File: src/rtl/core/sle_pkg.sv
// sle_pkg: sizes, codes, state encoding and controller/datapath handshake types
// for the sequential list engine. No dependencies; every other file but sle_ram uses it.

package sle_pkg;

  localparam int unsigned DEPTH      = 64;
  localparam int unsigned WORD_WIDTH = 32;

  localparam int unsigned ADDR_W = $clog2(DEPTH);
  localparam int unsigned CNT_W  = $clog2(DEPTH + 1);

  // fixed field widths of the channels
  localparam int unsigned OP_W     = 2;
  localparam int unsigned POS_W    = 7;
  localparam int unsigned VALUE_W  = 32;
  localparam int unsigned STATUS_W = 2;
  localparam int unsigned LEN_W    = 7;

  // common width for position / length compares
  localparam int unsigned CMP_W = (CNT_W > POS_W) ? CNT_W : POS_W;

  typedef enum logic [OP_W-1:0] {
    OP_APPEND = 2'd0,
    OP_INSERT = 2'd1,
    OP_DELETE = 2'd2,
    OP_READ   = 2'd3
  } op_e;

  typedef enum logic [STATUS_W-1:0] {
    ST_DONE  = 2'd0,
    ST_FULL  = 2'd1,
    ST_RANGE = 2'd2
  } status_e;

  typedef enum logic [2:0] {
    S_IDLE,
    S_DECIDE,
    S_SH_RD,
    S_SH_WR,
    S_PLACE,
    S_RD_ISSUE,
    S_RD_WAIT,
    S_FINISH
  } state_e;

  // walking index updates
  typedef enum logic [2:0] {
    IDX_HOLD,
    IDX_TOP,   // last used entry, count-1
    IDX_NEXT,  // entry after the deleted one, pos
    IDX_POS,   // addressed entry, pos-1
    IDX_INC,
    IDX_DEC
  } idx_op_e;

  typedef enum logic [1:0] {
    WR_APPEND,   // word at count
    WR_PLACE,    // word at pos-1
    WR_SHIFT_UP, // read data at idx+1
    WR_SHIFT_DN  // read data at idx-1
  } wr_sel_e;

  typedef struct packed {
    logic    latch_req;
    logic    wr_en;
    wr_sel_e wr_sel;
    logic    rd_en;
    idx_op_e idx_op;
    logic    cnt_inc;
    logic    cnt_dec;
    logic    set_status;
    status_e status;
    logic    capture_rd;
    logic    load_result;
  } cmd_t;

  typedef struct packed {
    op_e  op;
    logic full;
    logic pos_ok;
    logic pos_is_last;
    logic idx_at_pos;   // idx == pos-1
    logic idx_at_tail;  // idx == count-1
    logic out_free;
  } sts_t;

endpackage

File: src/rtl/core/sle_if.sv
// sle_req_if / sle_rsp_if: valid-ready channels of the sequential list engine.
// Depends on sle_pkg for field widths.

interface sle_req_if;
  logic                        valid;
  logic                        ready;
  logic [sle_pkg::OP_W-1:0]    op;
  logic [sle_pkg::POS_W-1:0]   position;
  logic [sle_pkg::VALUE_W-1:0] item_value;

  modport source (output valid, op, position, item_value, input ready);
  modport sink   (input valid, op, position, item_value, output ready);
endinterface

interface sle_rsp_if;
  logic                         valid;
  logic                         ready;
  logic [sle_pkg::STATUS_W-1:0] status;
  logic [sle_pkg::VALUE_W-1:0]  read_value;
  logic [sle_pkg::LEN_W-1:0]    list_length;

  modport source (output valid, status, read_value, list_length, input ready);
  modport sink   (input valid, status, read_value, list_length, output ready);
endinterface

File: src/rtl/core/sle_ram.sv
// sle_ram: generic simple dual-port RAM, one write and one registered read per cycle.
// No dependencies.

module sle_ram #(
  parameter int unsigned WIDTH = 32,
  parameter int unsigned DEPTH = 64
) (
  input  logic                     clk_i,
  input  logic                     we_i,
  input  logic [$clog2(DEPTH)-1:0] waddr_i,
  input  logic [WIDTH-1:0]         wdata_i,
  input  logic                     re_i,
  input  logic [$clog2(DEPTH)-1:0] raddr_i,
  output logic [WIDTH-1:0]         rdata_o
);

  logic [WIDTH-1:0] mem_q [DEPTH];
  logic [WIDTH-1:0] rdata_q;

  always_ff @(posedge clk_i) begin
    if (we_i) begin
      mem_q[waddr_i] <= wdata_i;
    end
    if (re_i) begin
      rdata_q <= mem_q[raddr_i];
    end
  end

  assign rdata_o = rdata_q;

endmodule

File: src/rtl/core/sle_datapath.sv
// sle_datapath: request registers, entry count, walking index, entry RAM and
// the result register. Depends on sle_pkg and sle_ram.

module sle_datapath (
  input  logic                          clk_i,
  input  logic                          rst_ni,
  input  logic [sle_pkg::OP_W-1:0]      op_i,
  input  logic [sle_pkg::POS_W-1:0]     position_i,
  input  logic [sle_pkg::VALUE_W-1:0]   item_value_i,
  input  sle_pkg::cmd_t                 cmd_i,
  output sle_pkg::sts_t                 sts_o,
  output logic                          rsp_valid_o,
  input  logic                          rsp_ready_i,
  output logic [sle_pkg::STATUS_W-1:0]  rsp_status_o,
  output logic [sle_pkg::VALUE_W-1:0]   rsp_read_value_o,
  output logic [sle_pkg::LEN_W-1:0]     rsp_list_length_o
);

  sle_pkg::op_e                      op_q;
  logic [sle_pkg::POS_W-1:0]         pos_q;
  logic [sle_pkg::WORD_WIDTH-1:0]    word_q;
  logic [sle_pkg::CNT_W-1:0]         count_q;
  logic [sle_pkg::ADDR_W-1:0]        idx_q, idx_d;
  sle_pkg::status_e                  res_status_q;
  logic [sle_pkg::WORD_WIDTH-1:0]    res_value_q;

  logic                              out_valid_q;
  logic [sle_pkg::STATUS_W-1:0]      out_status_q;
  logic [sle_pkg::VALUE_W-1:0]       out_value_q;
  logic [sle_pkg::LEN_W-1:0]         out_len_q;

  logic [sle_pkg::CMP_W-1:0]         pos_cmp, cnt_cmp;
  logic [sle_pkg::ADDR_W-1:0]        pos_m1, cnt_m1;
  logic                              ram_we;
  logic [sle_pkg::ADDR_W-1:0]        ram_waddr;
  logic [sle_pkg::WORD_WIDTH-1:0]    ram_wdata;
  logic [sle_pkg::WORD_WIDTH-1:0]    ram_rdata;

  assign pos_cmp = sle_pkg::CMP_W'(pos_q);
  assign cnt_cmp = sle_pkg::CMP_W'(count_q);
  assign pos_m1  = sle_pkg::ADDR_W'(pos_q - sle_pkg::POS_W'(1));
  assign cnt_m1  = sle_pkg::ADDR_W'(count_q - sle_pkg::CNT_W'(1));

  assign sts_o.op          = op_q;
  assign sts_o.full        = cnt_cmp >= sle_pkg::CMP_W'(sle_pkg::DEPTH);
  assign sts_o.pos_ok      = (pos_q != '0) && (pos_cmp <= cnt_cmp);
  assign sts_o.pos_is_last = pos_cmp == cnt_cmp;
  assign sts_o.idx_at_pos  = idx_q == pos_m1;
  assign sts_o.idx_at_tail = idx_q == cnt_m1;
  assign sts_o.out_free    = !out_valid_q || rsp_ready_i;

  // request registers
  always_ff @(posedge clk_i) begin
    if (cmd_i.latch_req) begin
      op_q   <= sle_pkg::op_e'(op_i);
      pos_q  <= position_i;
      word_q <= sle_pkg::WORD_WIDTH'(item_value_i);
    end
  end

  always_ff @(posedge clk_i or negedge rst_ni) begin
    if (!rst_ni) begin
      count_q <= '0;
    end else if (cmd_i.cnt_inc) begin
      count_q <= count_q + sle_pkg::CNT_W'(1);
    end else if (cmd_i.cnt_dec) begin
      count_q <= count_q - sle_pkg::CNT_W'(1);
    end
  end

  always_comb begin
    unique case (cmd_i.idx_op)
      sle_pkg::IDX_TOP:  idx_d = cnt_m1;
      sle_pkg::IDX_NEXT: idx_d = sle_pkg::ADDR_W'(pos_q);
      sle_pkg::IDX_POS:  idx_d = pos_m1;
      sle_pkg::IDX_INC:  idx_d = idx_q + sle_pkg::ADDR_W'(1);
      sle_pkg::IDX_DEC:  idx_d = idx_q - sle_pkg::ADDR_W'(1);
      default:           idx_d = idx_q;
    endcase
  end

  always_ff @(posedge clk_i) begin
    idx_q <= idx_d;
  end

  // result being built
  always_ff @(posedge clk_i) begin
    if (cmd_i.latch_req) begin
      res_status_q <= sle_pkg::ST_DONE;
      res_value_q  <= '0;
    end else begin
      if (cmd_i.set_status) begin
        res_status_q <= cmd_i.status;
      end
      if (cmd_i.capture_rd) begin
        res_value_q <= ram_rdata;
      end
    end
  end

  always_comb begin
    ram_we = cmd_i.wr_en;
    unique case (cmd_i.wr_sel)
      sle_pkg::WR_APPEND: begin
        ram_waddr = sle_pkg::ADDR_W'(count_q);
        ram_wdata = word_q;
      end
      sle_pkg::WR_PLACE: begin
        ram_waddr = pos_m1;
        ram_wdata = word_q;
      end
      sle_pkg::WR_SHIFT_UP: begin
        ram_waddr = idx_q + sle_pkg::ADDR_W'(1);
        ram_wdata = ram_rdata;
      end
      default: begin
        ram_waddr = idx_q - sle_pkg::ADDR_W'(1);
        ram_wdata = ram_rdata;
      end
    endcase
  end

  sle_ram #(
    .WIDTH (sle_pkg::WORD_WIDTH),
    .DEPTH (sle_pkg::DEPTH)
  ) u_ram (
    .clk_i   (clk_i),
    .we_i    (ram_we),
    .waddr_i (ram_waddr),
    .wdata_i (ram_wdata),
    .re_i    (cmd_i.rd_en),
    .raddr_i (idx_q),
    .rdata_o (ram_rdata)
  );

  // output register, free again on the cycle of its transfer
  always_ff @(posedge clk_i or negedge rst_ni) begin
    if (!rst_ni) begin
      out_valid_q <= 1'b0;
    end else if (cmd_i.load_result) begin
      out_valid_q <= 1'b1;
    end else if (rsp_ready_i) begin
      out_valid_q <= 1'b0;
    end
  end

  always_ff @(posedge clk_i) begin
    if (cmd_i.load_result) begin
      out_status_q <= res_status_q;
      out_value_q  <= sle_pkg::VALUE_W'(res_value_q);
      out_len_q    <= sle_pkg::LEN_W'(count_q);
    end
  end

  assign rsp_valid_o       = out_valid_q;
  assign rsp_status_o      = out_status_q;
  assign rsp_read_value_o  = out_value_q;
  assign rsp_list_length_o = out_len_q;

endmodule

File: src/rtl/core/sle_ctrl.sv
// sle_ctrl: controller state machine that sequences one list operation.
// Depends on sle_pkg; drives the datapath only through cmd_t / sts_t.

module sle_ctrl (
  input  logic          clk_i,
  input  logic          rst_ni,
  input  logic          req_valid_i,
  output logic          req_ready_o,
  input  sle_pkg::sts_t sts_i,
  output sle_pkg::cmd_t cmd_o
);

  sle_pkg::state_e state_q, state_d;

  always_ff @(posedge clk_i or negedge rst_ni) begin
    if (!rst_ni) begin
      state_q <= sle_pkg::S_IDLE;
    end else begin
      state_q <= state_d;
    end
  end

  always_comb begin
    state_d      = state_q;
    req_ready_o  = 1'b0;
    cmd_o        = '0;
    cmd_o.status = sle_pkg::ST_DONE;
    cmd_o.idx_op = sle_pkg::IDX_HOLD;
    cmd_o.wr_sel = sle_pkg::WR_APPEND;

    unique case (state_q)
      sle_pkg::S_IDLE: begin
        req_ready_o = 1'b1;
        if (req_valid_i) begin
          cmd_o.latch_req = 1'b1;
          state_d         = sle_pkg::S_DECIDE;
        end
      end

      sle_pkg::S_DECIDE: begin
        state_d = sle_pkg::S_FINISH;
        unique case (sts_i.op)
          sle_pkg::OP_APPEND: begin
            if (sts_i.full) begin
              cmd_o.set_status = 1'b1;
              cmd_o.status     = sle_pkg::ST_FULL;
            end else begin
              cmd_o.wr_en   = 1'b1;
              cmd_o.wr_sel  = sle_pkg::WR_APPEND;
              cmd_o.cnt_inc = 1'b1;
            end
          end
          sle_pkg::OP_INSERT: begin
            // full is checked before the position
            if (sts_i.full) begin
              cmd_o.set_status = 1'b1;
              cmd_o.status     = sle_pkg::ST_FULL;
            end else if (!sts_i.pos_ok) begin
              cmd_o.set_status = 1'b1;
              cmd_o.status     = sle_pkg::ST_RANGE;
            end else begin
              cmd_o.idx_op = sle_pkg::IDX_TOP;
              state_d      = sle_pkg::S_SH_RD;
            end
          end
          sle_pkg::OP_DELETE: begin
            if (!sts_i.pos_ok) begin
              cmd_o.set_status = 1'b1;
              cmd_o.status     = sle_pkg::ST_RANGE;
            end else if (sts_i.pos_is_last) begin
              cmd_o.cnt_dec = 1'b1;
            end else begin
              cmd_o.idx_op = sle_pkg::IDX_NEXT;
              state_d      = sle_pkg::S_SH_RD;
            end
          end
          default: begin
            if (!sts_i.pos_ok) begin
              cmd_o.set_status = 1'b1;
              cmd_o.status     = sle_pkg::ST_RANGE;
            end else begin
              cmd_o.idx_op = sle_pkg::IDX_POS;
              state_d      = sle_pkg::S_RD_ISSUE;
            end
          end
        endcase
      end

      sle_pkg::S_SH_RD: begin
        cmd_o.rd_en = 1'b1;
        state_d     = sle_pkg::S_SH_WR;
      end

      sle_pkg::S_SH_WR: begin
        cmd_o.wr_en = 1'b1;
        if (sts_i.op == sle_pkg::OP_INSERT) begin
          // walk down from the tail, moving each entry up one place
          cmd_o.wr_sel = sle_pkg::WR_SHIFT_UP;
          if (sts_i.idx_at_pos) begin
            state_d = sle_pkg::S_PLACE;
          end else begin
            cmd_o.idx_op = sle_pkg::IDX_DEC;
            state_d      = sle_pkg::S_SH_RD;
          end
        end else begin
          // walk up toward the tail, moving each entry down one place
          cmd_o.wr_sel = sle_pkg::WR_SHIFT_DN;
          if (sts_i.idx_at_tail) begin
            cmd_o.cnt_dec = 1'b1;
            state_d       = sle_pkg::S_FINISH;
          end else begin
            cmd_o.idx_op = sle_pkg::IDX_INC;
            state_d      = sle_pkg::S_SH_RD;
          end
        end
      end

      sle_pkg::S_PLACE: begin
        cmd_o.wr_en   = 1'b1;
        cmd_o.wr_sel  = sle_pkg::WR_PLACE;
        cmd_o.cnt_inc = 1'b1;
        state_d       = sle_pkg::S_FINISH;
      end

      sle_pkg::S_RD_ISSUE: begin
        cmd_o.rd_en = 1'b1;
        state_d     = sle_pkg::S_RD_WAIT;
      end

      sle_pkg::S_RD_WAIT: begin
        cmd_o.capture_rd = 1'b1;
        state_d          = sle_pkg::S_FINISH;
      end

      sle_pkg::S_FINISH: begin
        if (sts_i.out_free) begin
          cmd_o.load_result = 1'b1;
          state_d           = sle_pkg::S_IDLE;
        end
      end

      default: begin
        state_d = sle_pkg::S_IDLE;
      end
    endcase
  end

endmodule

File: src/rtl/core/sequential_list_engine.sv
// sequential_list_engine: ordered list of up to DEPTH words in one entry RAM.
// Append and failed operations pass from decide straight to finish; read adds a registered
// RAM read; insert and delete add a shift walk, and insert then places the new word.
// Shifts walk the RAM one entry at a time (registered read, then write).
// One request at a time; a new one is taken while the last result waits to transfer.
// Reset (async, active low) empties the list; RAM contents are left as they are.

module sequential_list_engine (
  input  logic       clk_i,
  input  logic       rst_ni,
  sle_req_if.sink    req_i,
  sle_rsp_if.source  rsp_o
);

  sle_pkg::cmd_t ctl_cmd;
  sle_pkg::sts_t dp_sts;

  sle_ctrl u_ctrl (
    .clk_i       (clk_i),
    .rst_ni      (rst_ni),
    .req_valid_i (req_i.valid),
    .req_ready_o (req_i.ready),
    .sts_i       (dp_sts),
    .cmd_o       (ctl_cmd)
  );

  sle_datapath u_datapath (
    .clk_i             (clk_i),
    .rst_ni            (rst_ni),
    .op_i              (req_i.op),
    .position_i        (req_i.position),
    .item_value_i      (req_i.item_value),
    .cmd_i             (ctl_cmd),
    .sts_o             (dp_sts),
    .rsp_valid_o       (rsp_o.valid),
    .rsp_ready_i       (rsp_o.ready),
    .rsp_status_o      (rsp_o.status),
    .rsp_read_value_o  (rsp_o.read_value),
    .rsp_list_length_o (rsp_o.list_length)
  );

  // one request in flight at a time
  a_one_in_flight: assert property (@(posedge clk_i) disable iff (!rst_ni)
    req_i.valid && req_i.ready |=> !req_i.ready)
    else $error("request taken while another is in progress");

  a_len_bound: assert property (@(posedge clk_i) disable iff (!rst_ni)
    rsp_o.valid |-> int'(rsp_o.list_length) <= sle_pkg::DEPTH)
    else $error("list length above capacity");

  a_fail_no_value: assert property (@(posedge clk_i) disable iff (!rst_ni)
    rsp_o.valid && rsp_o.status != sle_pkg::ST_DONE |-> rsp_o.read_value == '0)
    else $error("failed operation returned a word");

  a_result_from_ctrl: assert property (@(posedge clk_i) disable iff (!rst_ni)
    $rose(rsp_o.valid) |-> $past(ctl_cmd.load_result))
    else $error("result appeared without a load");

endmodule

File: src/flat_wrapper.sv
// flat-port wrapper written by rule: the top's interface ports become plain ports
module sequential_list_engine_flat 
  (clk_i, rst_ni, req_i_valid, req_i_op, req_i_position, req_i_item_value, req_i_ready, rsp_o_valid, rsp_o_status, rsp_o_read_value, rsp_o_list_length, rsp_o_ready);
  sle_req_if req_i_i ();
  sle_rsp_if rsp_o_i ();
  input  logic clk_i;
  input  logic rst_ni;
  input wire logic [$bits(req_i_i.valid)-1:0] req_i_valid;
  input wire logic [$bits(req_i_i.op)-1:0] req_i_op;
  input wire logic [$bits(req_i_i.position)-1:0] req_i_position;
  input wire logic [$bits(req_i_i.item_value)-1:0] req_i_item_value;
  output wire logic [$bits(req_i_i.ready)-1:0] req_i_ready;
  output wire logic [$bits(rsp_o_i.valid)-1:0] rsp_o_valid;
  output wire logic [$bits(rsp_o_i.status)-1:0] rsp_o_status;
  output wire logic [$bits(rsp_o_i.read_value)-1:0] rsp_o_read_value;
  output wire logic [$bits(rsp_o_i.list_length)-1:0] rsp_o_list_length;
  input wire logic [$bits(rsp_o_i.ready)-1:0] rsp_o_ready;
  assign req_i_i.valid = req_i_valid;
  assign req_i_i.op = req_i_op;
  assign req_i_i.position = req_i_position;
  assign req_i_i.item_value = req_i_item_value;
  assign req_i_ready = req_i_i.ready;
  assign rsp_o_valid = rsp_o_i.valid;
  assign rsp_o_status = rsp_o_i.status;
  assign rsp_o_read_value = rsp_o_i.read_value;
  assign rsp_o_list_length = rsp_o_i.list_length;
  assign rsp_o_i.ready = rsp_o_ready;
  sequential_list_engine u_core (.clk_i(clk_i), .rst_ni(rst_ni), .req_i(req_i_i), .rsp_o(rsp_o_i));
endmodule
File: config.mk
export PLATFORM = sky130hd
export DESIGN_NAME = sequential_list_engine_flat
export DESIGN_NICKNAME = d
export VERILOG_FILES = /design/src/rtl/core/sle_pkg.sv /design/src/rtl/core/sle_if.sv /design/src/rtl/core/sle_ram.sv /design/src/rtl/core/sle_datapath.sv /design/src/rtl/core/sle_ctrl.sv /design/src/rtl/core/sequential_list_engine.sv /design/src/flat_wrapper.sv
export SDC_FILE = /design/constraint.sdc
export NUM_CORES = 2
export LEC_CHECK = 0
export ABC_CLOCK_PERIOD_IN_PS = 6450
export BUFFER_PORTS_ARGS = -buffer_cell sky130_fd_sc_hd__clkbuf_2
export CAP_MARGIN = 20
export CORE_ASPECT_RATIO = 1.4
export CORE_MARGIN = 2
export CORE_UTILIZATION = 25
export CTS_BUF_LIST = sky130_fd_sc_hd__clkbuf_4
export CTS_CLUSTER_DIAMETER = 200
export DETAILED_ROUTE_END_ITERATION = 10
export HOLD_SLACK_MARGIN = 0.06
export PLACE_DENSITY_LB_ADDON = 0.08
export SKIP_LAST_GASP = 1
export SLEW_MARGIN = 20
export SYNTH_ARGS = -nofsm -noshare
export SYNTH_HDL_FRONTEND = slang
export SYNTH_SLANG_ARGS = --single-unit
File: constraint.sdc
create_clock -name clk_i -period 6.45 [get_ports clk_i]
set_clock_uncertainty 0.15 [all_clocks]
set_input_delay 0.3225 -clock clk_i [delete_from_list [all_inputs] [get_ports clk_i]]
set_output_delay 0.3225 -clock clk_i [all_outputs]
set_load 0.01 [all_outputs]
# ---- Word level (Yosys, flattened, before mapping)
# Memories as Yosys holds them, arrays and structs flattened. A register that Yosys moved wholly into a read port is not among the register bits.
# Cells that the tools add are included.
dict set report op_classes {
  add_sub_neg 5
  mul 0
  n_div 0
  n_lt_le_gt_ge 2
  eq_ne 21
  n_shift 0
  n_mux 56
  bitwise 0
  reduce_logical 14
}
# operator count
set ops {}
lappend ops {{$mux W3} 18}
lappend ops {{$mux W32} 1}
lappend ops {{$pmux W6 S5} 1}
lappend ops {{$mux W1} 21}
lappend ops {{$pmux W3 S7} 1}
lappend ops {{$eq A3 B3 Y1 const B} 6}
lappend ops {{$pmux W3 S3} 2}
lappend ops {{$pmux W6 S3} 1}
lappend ops {{$mux W7} 2}
lappend ops {{$eq A3 B2 Y1 const B} 4}
lappend ops {{$eq A6 B6 Y1} 2}
lappend ops {{$pmux W3 S2} 2}
lappend ops {{$sub A6 B1 Y6 const B} 2}
lappend ops {{$mux W2} 4}
lappend ops {{$add A7 B1 Y7 const B} 1}
lappend ops {{$eq A7 B7 Y1} 1}
lappend ops {{$ge A7 B7 Y1 const B} 1}
lappend ops {{$le A7 B7 Y1} 1}
lappend ops {{$reduce_bool A7 Y1} 1}
lappend ops {{$sub A7 B1 Y7 const B} 1}
lappend ops {{$add A6 B1 Y6 const B} 1}
lappend ops {{$eq A3 B1 Y1 const B} 2}
lappend ops {{$pmux W2 S3} 1}
lappend ops {{$reduce_or A2 Y1} 3}
lappend ops {{other kinds (13)} 18}
dict set report word_totals {
  reg_bits 133
  latch_bits 0
  ram_bits 2048
  rom_bits 0
  input_bits 45
  out_inout_bits 43
  wordCells 111
  mem_count 1
}
# memory words width rd rd_clocked_by_memory_dff wr line_no
set mem_list {}
lappend mem_list {u_core.u_datapath.u_ram.mem_q 64 32 1 1 1 sle_ram.sv:17} ;# logic [WIDTH-1:0] mem_q [DEPTH];

# ---- Logic depth before layout (Yosys ltp)
dict set report logic_depth {
  ltp_word 8
  mapped_depth 12
  mapped_depth_nobuf 10
}

# ---- Modules after synthesis
# A second synthesis with hierarchy kept.
dict set report unflattened {
  cells_unflattened 3838
  area_unflattened_um2 85099.1
}
# module instances cells_per_inst area_per_inst_um2 seq_area_each_um2
set by_module_without_submodules {}
lappend by_module_without_submodules {sle_ram 1 3324 78835.6 62459.9}
lappend by_module_without_submodules {sle_datapath 1 450 5793.1 3523.4}
lappend by_module_without_submodules {sle_ctrl 1 64 470.5 75.1}

# ---- Worst setup path after synthesis
# No wires, ideal clock.
dict set report synth_timing {
  path_kind {register -> register}
  startpoint {register u_core.u_datapath.idx_q[0] (netlist bit)}
  endpoint {memory u_core.u_datapath.u_ram.mem_q[25][0] (enable)}
  setup_time_ns 0.421
  arrival_ns 3.974
  t_required_ns 5.879
  path_slack_ns 1.905
  stages_incl_launch_ff 12
  n_path_buf 4
  period_less_slack_ns 4.545
  path_cell_list {edfxtp_1 -> buf_2 -> buf_2 -> buf_4 -> buf_2 -> inv_1 -> ha_1 -> mux2i_1 -> xnor2_1 -> a221oi_1 -> nand3_1 -> nor2_1}
}
dict set report synth_via {
  elab_chain_cells 2
  word_cells_on_any_way 3
  classes_between {add/sub (2); mux (1)}
}
# item line_no
set synth_rtl {}
lappend synth_rtl {{start: declaration} sle_datapath.sv:23} ;# logic [sle_pkg::ADDR_W-1:0] idx_q, idx_d;
lappend synth_rtl {{start signal: assignment} sle_datapath.sv:83} ;# idx_q <= idx_d;
lappend synth_rtl {{$sub A6 B1 Y6 or $add A6 B1 Y6 (tied branches)} {sle_datapath.sv:117, sle_datapath.sv:113}}
lappend synth_rtl {{$pmux W6 S3 (*)} sle_datapath.sv:103} ;# unique case (cmd_i.wr_sel)
lappend synth_rtl {{end: declaration} sle_ram.sv:17}
# Every way passes the cells marked *; elsewhere a longest branch is shown, timed or not.

# ---- Final worst setup path
dict set report layout_timing {
  startpoint {register u_core.u_ctrl.state_q[1]}
  endpoint {memory u_core.u_datapath.u_ram.mem_q[48][26] (enable)}
}
dict set report layout_via {
  elab_chain_cells 4
  word_cells_on_any_way 10
  classes_between {eq/ne (5); mux (4); reduce/logical (1)}
}
# item line_no
set layout_rtl {}
lappend layout_rtl {{start: declaration} sle_ctrl.sv:13} ;# sle_pkg::state_e state_q, state_d;
lappend layout_rtl {{start signal: assignment} sle_ctrl.sv:17} ;# state_q <= sle_pkg::S_IDLE;
lappend layout_rtl {{start signal: assignment} sle_ctrl.sv:19} ;# state_q <= state_d;
lappend layout_rtl {{$eq A3 B3 Y1 (tied with other cells)} sle_ctrl.sv:31} ;# unique case (state_q)
lappend layout_rtl {{$pmux W3 S3 (*)} sle_ctrl.sv:31}
lappend layout_rtl {{$eq A2 B2 Y1 (tied with other cells)} sle_datapath.sv:103}
lappend layout_rtl {{$pmux W6 S3 or $mux W1 (tied branches)} {sle_datapath.sv:103, sle_ram.sv:22}}
# Marked as above.

==> results_dict.tcl <==
set metrics [dict create \
    syn2layout_area_growth_pct 18.79 \
    insertion_delay_ns 1.32 \
    maxCapViolations 0 \
    ys.flop_type "edfxtp_1" \
    rsz0062_at_grt "no" \
    cts_max_level 6 \
    worst_pin_slew_ns 1.139 \
    yosysSeqAreaShare_pct 77.81 \
    ant_nets 0 \
    drt_iter0_markers 2572 \
    antenna_found_initial 17 \
    fmax_mhz 214.1 \
    portBuffers 87 \
    clockRootBuffer "clkbuf_4" \
    ios 88 \
    post-route-min-period_ns 4.671 \
    worstSetupEndpoint "u_core.u_datapath.u_ram.mem_q[48][26]$_DFFE_PP_" \
    synth.avg_cell_area_um2 23.08 \
    async_flop_share_pct 0.4971 \
    clkTransAtPathRegs_ns 0.06 \
    dp_hpwl_mm 153.7 \
    crit_start "u_core.u_ctrl.state_q[1]$_DFFE_PN0P_" \
    routed_wl_mm 258.5 \
    vias_per_cell 4.438 \
    yosysTopAreaCell "edfxtp_1" \
    yosys-top-cells-count "edfxtp_1 (2168), mux4_2 (636), nand2_1 (202), nor2_1 (98), buf_2 (77)" \
    die_h_um 693.5 \
    slew_headroom_pct 24.04 \
    hold_class "input pin to register" \
    finalCritPeriodShare_pct 72.42 \
    grt_max_degree 103 \
    track_usage_pct 14.89 \
    numCtsBuffers 589 \
    grt_pass1_wl_mm 361.9 \
    crit_path_start_kind "register" \
    r2r-start "u_core.u_ctrl.state_q[1]$_DFFE_PN0P_" \
    p_per_area_nw_per_um2 474.6 \
    worstSetupPathType "register to register" \
    firstDrtPassIters 5 \
    yosysTopAreaCellShare_pct 76.68 \
    status "complete, no violations" \
    drcViolationCount 0 \
    vias 41340 \
    drv_slew 0 \
    synth_area_leaders "edfxtp_1 (77%), mux4_2 (17%), nand2_1 (0.89%)" \
    first_global_vias 45040 \
    yosys_warnings 0 \
    rows 253 \
    setup_ws_ns 1.779 \
    dp_slack_ns 1.733 \
    cp.required_ns 7.26 \
    netlist_instances 3678 \
    cts_tree "done" \
    cts_sinks 2213 \
    synth_area_um2 84900 \
    ctsResizeCount 0 \
    fp.dieW_um 496.5 \
    total_power_mw 47.87 \
    synth-edff-count 2168 \
    synth_cell_types 63 \
    drive_gt1_share_pct 39.96 \
    synth.most_common_cell "edfxtp_1" \
    initial_core_util_pct 25.07 \
    fin_area_um2 100900 \
    grt_overflow 0 \
    setup_violations 0 \
    synth_fp_nets 3737 \
    coreArea_um2 338700 \
    fin_nets 4500 \
    whs_path_depth 3 \
    critPathCaptureType "register" \
    gp_congestion 0.7236 \
    dieArea_um2 344300 \
    hold_ws_ns 0.2635 \
    p_leak_nw 31.72 \
    place_area_um2 92210 \
    r2r_end "u_core.u_datapath.u_ram.mem_q[48][26]$_DFFE_PP_" \
    r2r.worst_path.cells 10 \
    wl_per_cell_um 27.75 \
    cp_max_fo 22 \
    clockBufferDepth 4 \
    cp.arrival_ns 5.48 \
    irDropWorstVdd_mv 0.3035 \
    ys_ff_latch 2213 \
    r2r_slack_ns 1.78 \
    hold_viol 0 \
    setup_tns_ns 0 \
]
## cells by family (layout without fill, tap and decap cells)
kind of cell             Yosys count  count (layout)  share of synthesized area, %
flip-flops                      2213            2213                         77.81
multiplexers                     679             679                         17.43
adder cells (fa/ha/maj)           14              14                        0.2063
AND/OR/NAND/NOR                  365             365                         1.829
XOR/XNOR                          38              38                        0.4407
buffers and inverters            210            1374                         1.060
other                              0              12                             0
AO/OA/AOI/OAI                    159             159                         1.226
## sequential cells by signal, summed over array words and instances, names as in the netlist, 2 cells and up
| signal | flops |
|---|---|
| u_core.u_datapath.word_q | 32 |
| u_core.u_datapath.u_ram.rdata_o | 32 |
| u_core.u_datapath.cnt_cmp | 7 |
| u_core.u_datapath.u_ram.mem_q | 2048 |
| u_core.u_datapath.idx_q | 6 |
| u_core.u_datapath.res_value_q | 32 |
| u_core.u_datapath.rsp_read_value_o | 32 |
| u_core.u_ctrl.state_q | 3 |
| u_core.u_datapath.pos_cmp | 7 |
| u_core.u_datapath.op_q | 2 |
| u_core.u_datapath.res_status_q | 2 |
| u_core.u_datapath.rsp_status_o | 2 |
| u_core.u_datapath.rsp_list_length_o | 7 |
## cell usage in the layout, fill, tap and decap left out, drive strengths merged, types with 5 or more instances in the layout
cell,count
a21oi,64
a221o,15
a221oi,6
a22oi,6
and2,5
buf,145
bufinv,12
clkbuf,949
clkinv,99
dfrtp,11
dfxtp,34
diode,12
dlygate4sd3,129
edfxtp,2168
ha,14
inv,37
mux2,35
mux2i,8
mux4,636
nand2,202
nand2b,7
nand3,13
nand4,7
nor2,99
nor3,11
o21ai,20
o221ai,5
o22ai,18
or3,5
xnor2,27
xor2,8
## worst max-delay path, stage by stage (launching register included)
cell and delay (ns):
dfrtp_1 0.50, nand2b_1 0.29, nor2_1 0.46, a31oi_1 0.40, a21oi_1 0.22, o221ai_1 0.22
a2111oi_0 0.59, nand2_1 0.12, buf_4 0.27, nor2_4 0.71, buf_4 0.32
## metrics by stage
stage	util, %	std cells
floorplan	-	3678
global placement	27.22	8183
detailed placement	27.22	8183
CTS	29.77	9304
global route	29.77	9309
finish	29.78	9316
## area by class of cell
cell class / count / area (um2)
antenna: 12 / 30.03
tap: 4462 / 5583
inverter: 21 / 86.33
fill: 33190 / 237900
multi-input combinational: 1255 / 18630
clock inverter: 130 / 845.8
clock buffer: 862 / 6471
timing repair buffer: 361 / 3153
sequential: 2213 / 66060
## where the power goes
group | switching [mW] | leakage, nW | internal (mW)
Clock | 5.83 | 4.41 | 6.56
Combinational | 10.1 | 7.32 | 5.63
Sequential | 0.615 | 20.0 | 19.1
## routing by layer
| layer | vias up | GRT usage [%] | share of wire, % |
|---|---|---|---|
| met3 | 397 | 2.649 | 4.1 |
| met2 | 1089 | 25.88 | 51 |
| met4 | 2 | 4.086 | 2.1 |
| met5 | - | 0 | 0.0050 |
| li1 | 17520 | - | - |
| met1 | 22330 | 18.93 | 42 |
## worst min path at each step
| stage | end | start | slack (ns) |
|---|---|---|---|
| final | u_core.u_datapath.word_q[9]$_DFFE_PP_ | req_i_item_value[9] | 0.26 |
| after global routing | u_core.u_datapath.word_q[9]$_DFFE_PP_ | req_i_item_value[9] | 0.14 |
| after floorplan | u_core.u_ctrl.state_q[0]$_DFFE_PN0P_ | rst_ni | -0.12 |
| after global placement | u_core.u_datapath.rsp_valid_o$_DFFE_PN0P_ | rst_ni | 0.09 |
| after detailed placement | u_core.u_datapath.rsp_valid_o$_DFFE_PN0P_ | rst_ni | 0.09 |
| after CTS | u_core.u_datapath.word_q[9]$_DFFE_PP_ | req_i_item_value[9] | 0.06 |
## what timing repair did
item	CTS	global route
setup buffers	0	0
hold buffers	129	0
endpoints found under the hold margin	172	0
Power figures use the tool's default switching activity.
